$ cat config.mk
export PLATFORM = sky130hd
export DESIGN_NAME = alarm_condition_table_core
export DESIGN_NICKNAME = d
export VERILOG_FILES = /design/src/rtl/act_pkg.sv /design/src/rtl/act_cell.sv /design/src/rtl/alarm_condition_table_core.sv
export SDC_FILE = /design/constraint.sdc
export NUM_CORES = 1
export LEC_CHECK = 0
export ABC_CLOCK_PERIOD_IN_PS = 12200
export BUFFER_PORTS_ARGS = -buffer_cell sky130_fd_sc_hd__buf_2
export CAP_MARGIN = 20
export CORE_MARGIN = 5
export CORE_UTILIZATION = 35
export DETAILED_ROUTE_END_ITERATION = 6
export PLACE_DENSITY = 0.48
export SLEW_MARGIN = 10
export SYNTH_ARGS = -nofsm -noshare
export SYNTH_HDL_FRONTEND = slang
export SYNTH_SLANG_ARGS = --single-unit
$ cat constraint.sdc
create_clock -name clock -period 12.2 [get_ports clock]
set_input_delay 2.44 -clock clock [delete_from_list [all_inputs] [get_ports clock]]
set_output_delay 2.44 -clock clock [all_outputs]
set_load 0.02 [all_outputs]
$ cat src/rtl/act_pkg.sv
package act_pkg;

   localparam int MAX_CONDITIONS = 16;
   localparam int CNT_W          = $clog2(MAX_CONDITIONS + 1);

   localparam logic [31:0] METHOD_ACK     = 32'd9111;
   localparam logic [31:0] METHOD_CONFIRM = 32'd9113;
   localparam logic [31:0] METHOD_RESPOND = 32'd9069;

   localparam logic [1:0] MODE_SET_ACTIVE = 2'd0;
   localparam logic [1:0] MODE_DIALOG     = 2'd1;
   localparam logic [1:0] MODE_METHOD     = 2'd2;

   localparam logic [3:0] ST_GOOD      = 4'd0;
   localparam logic [3:0] ST_BADARG    = 4'd1;
   localparam logic [3:0] ST_FULL      = 4'd2;
   localparam logic [3:0] ST_METHOD    = 4'd3;
   localparam logic [3:0] ST_UNKNOWN   = 4'd4;
   localparam logic [3:0] ST_ACKED     = 4'd5;
   localparam logic [3:0] ST_INACTIVE  = 4'd6;
   localparam logic [3:0] ST_RESPONSE  = 4'd7;
   localparam logic [3:0] ST_CONFIRMED = 4'd8;

   typedef struct packed {
      logic active;
      logic acked;
      logic retain;
      logic confirmed;
   } flags_type;

   // match information rippling down the row of cells
   typedef struct packed {
      logic      found;
      flags_type flags;
      logic      dialog;
      logic      allow_bit;
   } chain_type;

   // update broadcast from the control logic to all cells
   typedef struct packed {
      logic        commit;
      logic        write_dialog;
      logic        write_chosen;
      logic [31:0] key;
      flags_type   flags;
      logic        dialog;
      logic [31:0] allowed;
      logic [4:0]  chosen;
      logic [4:0]  resp_index;
   } cmd_type;

endpackage

$ cat src/rtl/act_cell.sv
module act_cell
   import act_pkg::*;
(
   input  logic      clock,
   input  logic      valid,
   input  logic      alloc_sel,
   input  cmd_type   cmd,
   input  chain_type chain_in,
   output chain_type chain_out
);

   logic [31:0] key_ff;
   flags_type   flags_ff;
   logic        dialog_ff;
   logic [31:0] allowed_ff;
   logic [4:0]  chosen_ff;

   logic      hit;
   logic      sel;
   chain_type mine;

   assign hit = valid && (key_ff == cmd.key);
   assign sel = hit || alloc_sel;

   always_comb begin
      mine.found     = hit;
      mine.flags     = hit ? flags_ff : '0;
      mine.dialog    = hit && dialog_ff;
      mine.allow_bit = hit && allowed_ff[cmd.resp_index];
      chain_out      = chain_in | mine;
   end

   // an allocated cell gets every field written, so no reset is needed
   always_ff @(posedge clock) begin
      if (cmd.commit && sel) begin
         key_ff   <= cmd.key;
         flags_ff <= cmd.flags;
         if (cmd.write_dialog) begin
            dialog_ff  <= cmd.dialog;
            allowed_ff <= cmd.allowed;
         end
         if (cmd.write_chosen) begin
            chosen_ff <= cmd.chosen;
         end
      end
   end

   // chosen response is stored state only; nothing reads it back
   logic unused_chosen;
   assign unused_chosen = ^chosen_ff;

endmodule

$ cat src/rtl/alarm_condition_table_core.sv
// channel  | direction | handshake              | payload
// request  | in        | req_valid / req_ready  | req_mode .. req_response_value
// response | out       | rsp_valid / rsp_ready  | rsp_status, rsp_*_now
//
// Each request is accepted in S_IDLE; in S_LOOK the key match across the
// row of cells and the flag update load the response register.
// The match ripples through all MAX_CONDITIONS cells within S_LOOK.
// A new request is taken while the last response waits; a held response
// stalls the lookup cycle of the next one.
// Synchronous active-high reset clears the fill count and handshake state.
module alarm_condition_table_core
   import act_pkg::*;
(
   input  logic        clock,
   input  logic        reset,
   input  logic        req_valid,
   output logic        req_ready,
   input  logic [1:0]  req_mode,
   input  logic [31:0] req_condition_key,
   input  logic        req_active_flag,
   input  logic [31:0] req_response_mask,
   input  logic [31:0] req_method_number,
   input  logic        req_method_numeric_ns0,
   input  logic        req_has_argument,
   input  logic signed [31:0] req_response_value,
   output logic        rsp_valid,
   input  logic        rsp_ready,
   output logic [3:0]  rsp_status,
   output logic        rsp_active_now,
   output logic        rsp_acked_now,
   output logic        rsp_retain_now,
   output logic        rsp_confirmed_now
);

   typedef enum logic [1:0] {
      S_IDLE = 2'b01,
      S_LOOK = 2'b10
   } state_type;

   state_type state_ff, state_in;

   logic [1:0]  mode_ff;
   logic [31:0] key_ff;
   logic        want_ff;
   logic [31:0] mask_ff;
   logic [31:0] method_ff;
   logic        ns0_ff;
   logic        has_arg_ff;
   logic [31:0] raw_ff;

   logic [CNT_W-1:0] count_ff, count_in;
   logic             rsp_valid_ff, rsp_valid_in;
   logic [3:0]       status_ff;
   flags_type        out_flags_ff;

   chain_type chain [0:MAX_CONDITIONS];
   cmd_type   cmd;

   logic      req_fire, out_free, commit;
   logic      found, full, alloc_ok, exists, do_update;
   flags_type base, nf;
   logic [3:0] status;

   assign req_fire = req_valid && req_ready;
   assign req_ready = (state_ff == S_IDLE);
   assign out_free = !rsp_valid_ff || rsp_ready;
   assign commit   = (state_ff == S_LOOK) && out_free;

   assign chain[0] = '0;

   for (genvar i = 0; i < MAX_CONDITIONS; i++) begin : g_cell
      act_cell u_cell (
         .clock     (clock),
         .valid     (CNT_W'(i) < count_ff),
         .alloc_sel (alloc_ok && (count_ff == CNT_W'(i))),
         .cmd       (cmd),
         .chain_in  (chain[i]),
         .chain_out (chain[i+1])
      );
   end

   always_comb begin
      found     = chain[MAX_CONDITIONS].found;
      full      = (count_ff == CNT_W'(MAX_CONDITIONS));
      base      = chain[MAX_CONDITIONS].flags;
      nf        = base;
      status    = ST_METHOD;
      alloc_ok  = 1'b0;
      do_update = 1'b0;

      cmd.write_dialog = 1'b0;
      cmd.write_chosen = 1'b0;
      cmd.dialog       = 1'b1;
      cmd.allowed      = mask_ff;
      cmd.chosen       = raw_ff[4:0];

      case (mode_ff)
         MODE_SET_ACTIVE, MODE_DIALOG: begin
            if (!found && full) begin
               status = ST_FULL;
            end else begin
               status    = ST_GOOD;
               do_update = 1'b1;
               if (!found) begin
                  // fresh entry starts cleared
                  alloc_ok         = 1'b1;
                  base             = '0;
                  cmd.write_dialog = 1'b1;
                  cmd.write_chosen = 1'b1;
                  cmd.dialog       = 1'b0;
                  cmd.allowed      = '0;
                  cmd.chosen       = '0;
               end
               nf = base;
               if (mode_ff == MODE_SET_ACTIVE) begin
                  if (base.active != want_ff) begin
                     nf.active = want_ff;
                     if (want_ff) begin
                        nf.acked  = 1'b0;
                        nf.retain = 1'b1;
                     end else if (base.acked) begin
                        nf.retain = 1'b0;
                     end
                  end
               end else begin
                  cmd.write_dialog = 1'b1;
                  cmd.dialog       = 1'b1;
                  cmd.allowed      = mask_ff;
                  nf.active        = 1'b1;
                  nf.retain        = 1'b1;
               end
            end
         end
         MODE_METHOD: begin
            if (!ns0_ff) begin
               status = ST_METHOD;
            end else if (method_ff == METHOD_ACK) begin
               if (!found) begin
                  status = ST_UNKNOWN;
               end else if (base.acked) begin
                  status = ST_ACKED;
               end else begin
                  status    = ST_GOOD;
                  do_update = 1'b1;
                  nf.acked  = 1'b1;
                  if (!base.active) begin
                     nf.retain = 1'b0;
                  end
               end
            end else if (method_ff == METHOD_RESPOND) begin
               if (!found || !chain[MAX_CONDITIONS].dialog) begin
                  status = ST_UNKNOWN;
               end else if (!base.active) begin
                  status = ST_INACTIVE;
               end else if (!has_arg_ff) begin
                  status = ST_BADARG;
               end else if (raw_ff[31:5] != '0 || !chain[MAX_CONDITIONS].allow_bit) begin
                  // negative values land here too
                  status = ST_RESPONSE;
               end else begin
                  status           = ST_GOOD;
                  do_update        = 1'b1;
                  cmd.write_chosen = 1'b1;
                  nf.active        = 1'b0;
                  nf.retain        = 1'b0;
               end
            end else if (method_ff == METHOD_CONFIRM) begin
               if (!found) begin
                  status = ST_UNKNOWN;
               end else if (base.confirmed) begin
                  status = ST_CONFIRMED;
               end else begin
                  status       = ST_GOOD;
                  do_update    = 1'b1;
                  nf.confirmed = 1'b1;
               end
            end else begin
               status = ST_METHOD;
            end
         end
         default: begin
            status = ST_METHOD;
         end
      endcase

      exists     = found || alloc_ok;
      cmd.commit = commit && do_update;
      cmd.key    = key_ff;
      cmd.flags  = nf;
      cmd.resp_index = raw_ff[4:0];
   end

   always_comb begin
      state_in     = state_ff;
      count_in     = count_ff;
      rsp_valid_in = rsp_valid_ff;
      if (rsp_valid_ff && rsp_ready) begin
         rsp_valid_in = 1'b0;
      end
      case (state_ff)
         S_IDLE: begin
            if (req_fire) begin
               state_in = S_LOOK;
            end
         end
         S_LOOK: begin
            if (commit) begin
               state_in     = S_IDLE;
               rsp_valid_in = 1'b1;
               if (alloc_ok) begin
                  count_in = count_ff + CNT_W'(1);
               end
            end
         end
         default: begin
            state_in = S_IDLE;
         end
      endcase
   end

   always_ff @(posedge clock) begin
      if (reset) begin
         state_ff     <= S_IDLE;
         count_ff     <= '0;
         rsp_valid_ff <= 1'b0;
      end else begin
         state_ff     <= state_in;
         count_ff     <= count_in;
         rsp_valid_ff <= rsp_valid_in;
      end
   end

   always_ff @(posedge clock) begin
      if (req_fire) begin
         mode_ff    <= req_mode;
         key_ff     <= req_condition_key;
         want_ff    <= req_active_flag;
         mask_ff    <= req_response_mask;
         method_ff  <= req_method_number;
         ns0_ff     <= req_method_numeric_ns0;
         has_arg_ff <= req_has_argument;
         raw_ff     <= req_response_value;
      end
      if (commit) begin
         status_ff    <= status;
         out_flags_ff <= exists ? nf : '0;
      end
   end

   assign rsp_valid         = rsp_valid_ff;
   assign rsp_status        = status_ff;
   assign rsp_active_now    = out_flags_ff.active;
   assign rsp_acked_now     = out_flags_ff.acked;
   assign rsp_retain_now    = out_flags_ff.retain;
   assign rsp_confirmed_now = out_flags_ff.confirmed;

endmodule

==> results of run 1 <==
[layer usage]
metal	vias to the layer above	share of wire, %
met5	-	0
met4	0	2.5
met3	214	4.7
met2	788	48
met1	13600	45
li1	11100	-
[power by group through the flow]
stage	Combinational [W]	Sequential [W]	Clock [W]
4_1_cts	0.000526	0.00481	0.00401
3_5_place_dp	0.000524	0.00490	0
6_report	0.000510	0.00480	0.00390
2_1_floorplan	0.000293	0.00490	0
5_1_grt	0.000548	0.00481	0.00420
3_3_place_gp	0.000520	0.00490	0
[final cells by class]
type	count	area, sq um	share of cell area [%]
antenna	1	2.50	0.00433
clock buffer	164	3530	6.11
clock inverter	74	634	1.10
inverter	20	75.1	0.130
multi-input combinational	1282	12000	20.8
sequential	1253	37500	64.9
tap	1903	2380	4.12
timing repair buffer	248	1620	2.80
[worst paths after layout]
check             slack, ns  cells after the start                                         end                      from
setup reg to reg       6.62                     10  g_cell[12].u_cell.allowed_ff[20]$_DFFE_PP_  count_ff[4]$_SDFFE_PP0P_
hold / removal         0.55                      2                        rsp_valid$_SDFF_PP0_      rsp_valid$_SDFF_PP0_
setup / recovery       6.62                     10  g_cell[12].u_cell.allowed_ff[20]$_DFFE_PP_  count_ff[4]$_SDFFE_PP0P_
hold reg to reg        0.55                      2                        rsp_valid$_SDFF_PP0_      rsp_valid$_SDFF_PP0_
[registers in the layout, summed over array words and instances, names as in the netlist, 4 cells and up]
signal and count:
g_cell.u_cell.allowed_ff 512, g_cell.u_cell.key_ff 512, g_cell.u_cell.flags_ff 64, key_ff 32, mask_ff 32, method_ff 32, raw_ff 32, g_cell.u_cell.dialog_ff 16
count_ff 5, rsp_status 4
[cells by family after synthesis]
logic type	Yosys count	share of synthesized area (%)
DFF	1253	74.5
xor gates and xnor gates	516	8.97
and+or+nand+nor	455	5.51
buffers and inverters	158	2.19
AOI/OAI and AO/OA	157	2.33
muxes	151	6.45
adders and majority gates	3	0.0745
[critical path, cell delays in order (launching register included)]
cell,delay (ns)
dfxtp_1,0.52
nor2_1,0.90
a2111oi_0,0.29
and4_1,0.29
and3_1,0.32
nor4_1,0.39
and4_1,0.46
and2_1,0.58
and3_1,0.31
a21oi_1,0.22
nor2_4,0.86
[stage by stage]
stage | hold WS, ns | utilization [%] | total power, W | area, sq um
after floorplan | 0.491 | - | 0.00520 | 50400
after CTS | 0.554 | 40.3 | 0.00934 | 57700
after global placement | 0.519 | 37.3 | 0.00542 | 53500
after global routing | 0.578 | 40.3 | 0.00955 | 57800
after detailed placement | 0.536 | 37.4 | 0.00542 | 53500
final | 0.547 | 40.3 | 0.00922 | 57800
[layout by cell type, fill, tap and decap left out, types with 26 or more instances in the layout]
cell | Yosys | final
a21oi_1 | 30 | 30
a22oi_1 | 40 | 40
buf_2 | 63 | 146
buf_4 | 12 | 94
clkbuf_1 | 10 | 27
clkbuf_16 | 0 | 137
clkinv_1 | 0 | 34
edfxtp_1 | 1245 | 1245
mux4_2 | 139 | 139
nand2_1 | 43 | 43
nand4_1 | 155 | 155
nor2_1 | 42 | 26
nor2b_1 | 50 | 31
nor4_1 | 38 | 38
xnor2_1 | 453 | 453
xor2_1 | 63 | 63
==> results.sh, run 1 <==
export IMPL_comb_power_share_pct=5.5
export IMPL_p_sw_share_pct=21.8
export IMPL_drt_pass1_iterations=7
export IMPL_yosys_top_cells_area="edfxtp_1 74%, xnor2_1 7.9%, mux4_2 6.2%"
export IMPL_async_flop_share_pct=0
export IMPL_crit_fanout=33
export IMPL_netlist_area_sq_mm=0.0504
export IMPL_num_rows=139
export IMPL_core_area_sq_mm=0.143
export IMPL_synth_flop_cell="edfxtp_1"
export IMPL_dieArea_sq_mm=0.152
export IMPL_htreeDepth=4
export IMPL_antenna_found_initial=3
export IMPL_grt_pass1_wl_um=194000
export IMPL_drc=0
export IMPL_numPortBuffers=146
export IMPL_setup_ws_ns=6.62
export IMPL_power_switching_w=0.00201
export IMPL_vdd_ir_drop_max_v=0.000113
export IMPL_nets=3078
export IMPL_p_int_w=0.00720
export IMPL_drtIter0Drc=2423
export IMPL_grt_pass1_vias=26600
export IMPL_via_per_inst=5.19
export IMPL_worst_pin_slew_ns=1.11
export IMPL_p_seq_share_pct=52.1
export IMPL_ys_types=73
export IMPL_grt_met1_usage_pct=25.1
export IMPL_yosysMostFrequentCell="edfxtp_1"
export IMPL_critPathKind="flip-flop to flip-flop"
export IMPL_setup_tns_ns=0
export IMPL_cts_tree="done"
export IMPL_grt_busiest_layer="met2"
export IMPL_final_hold_viol_count=0
export IMPL_overflow=0
export IMPL_power_leakage_nw=17.9
export IMPL_die_h_um=389
export IMPL_clk_path_buf_depth=3
export IMPL_antenna_left=0
export IMPL_pre_cts_slack_ns=6.69
export IMPL_grt_use_met2_pct=28.5
export IMPL_rsz0062_at_grt="false"
export IMPL_finalCritPeriodShare_pct=45.7
export IMPL_post_cts_resize_count=0
export IMPL_status="finished clean"
export IMPL_ys_ff_latch=1253
export IMPL_cts_root_buffer="clkbuf_16"
export IMPL_slew_viol_final=0
export IMPL_syn_inst=2693
export IMPL_grt_max_degree=118
export IMPL_syn_num_nets=2833
export IMPL_nFillCells=13000
export IMPL_yosys_warnings=0
export IMPL_synth_top_area_cell="edfxtp_1"
export IMPL_cp_required_ns=12.56
export IMPL_setup_viol=0
export IMPL_crit_arrival_ns=5.94
export IMPL_holdBufCountCts=0
export IMPL_cp_end_kind="flip-flop"
export IMPL_powerDensity_mw_per_mm2=159
export IMPL_place_gp_congestion=0.874
export IMPL_synth_edf_count=1245
export IMPL_fp_dieW_um=389
export IMPL_fin_skew_ns=0.0330
export IMPL_synth_top_area_share_pct=74.2
export IMPL_slew_headroom_pct=26.3
export IMPL_min_period_ns=5.58
export IMPL_clk_pin_slew_ns=0.06
export IMPL_use_met3_pct=2.73
export IMPL_hold_class="flip-flop to flip-flop"
export IMPL_cts_sinks=1253
export IMPL_clkPwrFrac_pct=42.3
export IMPL_drive_above_1_share_pct=21.2
export IMPL_synthTopCellsByCount="1245 x edfxtp_1, 453 x xnor2_1, 155 x nand4_1, 139 x mux4_2"
export IMPL_clkLatencyLatePin_ns=0.76
export IMPL_seq_area_frac_synth_pct=74.5
export IMPL_wl_per_cell_um=27.4
export IMPL_critPathLaunchType="flip-flop"
export IMPL_avgSynthCellArea_sq_um=18.7
export IMPL_cts_buffers=133
export IMPL_max_cap_viol_count=0
export IMPL_io_pins=147
export IMPL_cts_setup_buffers=0
export IMPL_wl_um=136000
export IMPL_stdcell_count=4945
export IMPL_area_growth_pct=14.7
export IMPL_dp_hpwl_um=80900
export IMPL_post_place_cells=4701
export IMPL_fmax_mhz=179
export IMPL_initial_core_util_pct=35.2
export IMPL_gr_usage_all_layers_pct=17.7
export IMPL_vias=25700
(Power assumes the default switching activity.)
==> inputs of run 2 (changes only) <==
--- a/config.mk
+++ b/config.mk
@@ -5,7 +5,7 @@
 export SDC_FILE = /design/constraint.sdc
 export NUM_CORES = 1
 export LEC_CHECK = 0
-export ABC_CLOCK_PERIOD_IN_PS = 12200
+export ABC_CLOCK_PERIOD_IN_PS = 5780
 export BUFFER_PORTS_ARGS = -buffer_cell sky130_fd_sc_hd__buf_2
 export CAP_MARGIN = 20
 export CORE_MARGIN = 5
==> constraint.sdc (replaced) <==
create_clock -name clock -period 5.78 [get_ports clock]
set_input_delay 1.156 -clock clock [delete_from_list [all_inputs] [get_ports clock]]
set_output_delay 1.156 -clock clock [all_outputs]
set_load 0.02 [all_outputs]
==> run 2 against run 1 <==
  * Sequential cell count stayed put
  * Sequential share of layout area fell by 1.7 points
  * Sequential power rose by 110%
  * Critical path depth increased by 2
  * Utilization up 1.1 points
  * Count of clock-buffer cells in the layout is 4 higher
  * Setup slack worse by 5.8 ns
  * Register-to-register slack got worse by 5.8 ns
==> results.sh, run 2 (synthesized netlist as in run 1, its figures left out) <==
export IMPL_max_cap_viol_count=0
export IMPL_via_per_inst=5.17
export IMPL_worst_pin_slew_ns=1.08
export IMPL_area_growth_pct=17.7
export IMPL_powerDensity_mw_per_mm2=332
export IMPL_seqCellArea_sq_mm=0.0375
export IMPL_drc=0
export IMPL_fin_skew_ns=0.0315
export IMPL_htreeDepth=4
export IMPL_drive_above_1_share_pct=22.9
export IMPL_place_gp_congestion=0.952
export IMPL_holdBufCountCts=0
export IMPL_initial_core_util_pct=35.2
export IMPL_setup_viol=0
export IMPL_nets=3160
export IMPL_grt_pass1_wl_um=196000
export IMPL_cts_setup_buffers=0
export IMPL_dieArea_sq_mm=0.152
export IMPL_clk_pin_slew_ns=0.06
export IMPL_clkLatencyLatePin_ns=0.76
export IMPL_cp_required_ns=6.18
export IMPL_crit_arrival_ns=5.40
export IMPL_critPathLaunchType="flip-flop"
export IMPL_slew_viol_final=0
export IMPL_numPortBuffers=146
export IMPL_fp_dieW_um=389
export IMPL_crit_fanout=33
export IMPL_vdd_ir_drop_max_v=0.000233
export IMPL_slew_headroom_pct=27.7
export IMPL_nFillCells=12800
export IMPL_die_h_um=389
export IMPL_top_regs="g_cell.u_cell.allowed_ff (512), g_cell.u_cell.key_ff (512), g_cell.u_cell.flags_ff (64)"
export IMPL_final_common_cell="edfxtp_1"
export IMPL_finalCritPeriodShare_pct=86.5
export IMPL_antenna_found_initial=3
export IMPL_core_area_sq_mm=0.143
export IMPL_io_pins=147
export IMPL_num_rows=139
export IMPL_critPathKind="flip-flop to flip-flop"
export IMPL_rsz0062_at_grt="false"
export IMPL_grt_pass1_vias=26900
export IMPL_cts_sinks=1253
export IMPL_gr_usage_all_layers_pct=17.7
export IMPL_mostFrequentLayoutCells="1245 x edfxtp_1, 453 x xnor2_1, 155 x nand4_1"
export IMPL_multi_input_area_sq_mm=0.0120
export IMPL_clk_path_buf_depth=3
export IMPL_min_period_ns=5.00
export IMPL_wl_um=135000
export IMPL_overflow=0
export IMPL_vias=26000
export IMPL_cts_tree="done"
export IMPL_power_leakage_nw=18.6
export IMPL_fmax_mhz=200
export IMPL_final_hold_viol_count=0
export IMPL_wl_per_cell_um=26.9
export IMPL_hold_class="flip-flop to flip-flop"
export IMPL_reg2reg_slack_ns=0.78
export IMPL_drt_pass1_iterations=7
export IMPL_setup_tns_ns=0
export IMPL_whs_ns=0.526
export IMPL_cp_end_kind="flip-flop"
export IMPL_antenna_left=0
export IMPL_cts_root_buffer="clkbuf_16"
export IMPL_grt_max_degree=103
export IMPL_status="finished clean"
export IMPL_post_cts_resize_count=0
export IMPL_cts_buffers=137
export IMPL_drtIter0Drc=2308
export IMPL_dp_hpwl_um=84700
## run 2: area by class of cell
class	count	share of cell area [%]
Antenna cell	1	0.00422
Clock buffer	168	6.19
Clock inverter	74	1.02
Inverter	20	0.126
Multi-Input combinational cell	1282	20.2
Sequential cell	1253	63.3
Tap cell	1903	4.01
Timing Repair Buffer	326	5.20
## run 2: critical path, cell delays in order (launching register included)
cell	delay, ns
edfxtp_1	0.84
buf_4	0.37
xnor2_1	0.15
nand4_1	0.15
nor4_2	0.75
and3_1	0.34
nor4_1	0.07
and4_1	0.24
buf_4	0.18
and2_1	0.27
and3_1	0.26
a21oi_1	0.63
nor2_4	0.35
## run 2: final timing paths
kind	start	end	cells after the start
setup / recovery	key_ff[14]$_DFFE_PP_	g_cell[14].u_cell.allowed_ff[22]$_DFFE_PP_	12
hold / removal	rsp_valid$_SDFF_PP0_	rsp_valid$_SDFF_PP0_	2
setup reg to reg	key_ff[14]$_DFFE_PP_	g_cell[14].u_cell.allowed_ff[22]$_DFFE_PP_	12
hold reg to reg	rsp_valid$_SDFF_PP0_	rsp_valid$_SDFF_PP0_	2
## run 2: report_power, final
| group | internal (W) | switching, W |
|---|---|---|
| Combinational | 0.000438 | 0.000705 |
| Clock | 0.00487 | 0.00351 |
| Sequential | 0.0101 | 0.0000588 |
## run 2: through the flow
stage | util (%) | total power, W | cell area, sq um | instances | worst slack [ns]
2_1_floorplan | - | 0.0110 | 50400 | 2693 | 0.0387
3_3_place_gp | 38.4 | 0.0115 | 55000 | 4781 | 0.878
3_5_place_dp | 38.4 | 0.0115 | 55000 | 4782 | 0.838
4_1_cts | 41.4 | 0.0200 | 59300 | 5024 | 0.798
5_1_grt | 41.4 | 0.0204 | 59300 | 5027 | 0.598
6_report | 41.4 | 0.0197 | 59300 | 5027 | 0.782
## run 2: metal layers
layer / GRT usage (%) / wire, um / vias to the layer above
met5: 0 / 0 / -
met4: 4.72 / 3030 / 0
met3: 2.82 / 6610 / 189
met2: 29.5 / 66200 / 780
met1: 24.4 / 59500 / 13700
li1: - / - / 11300
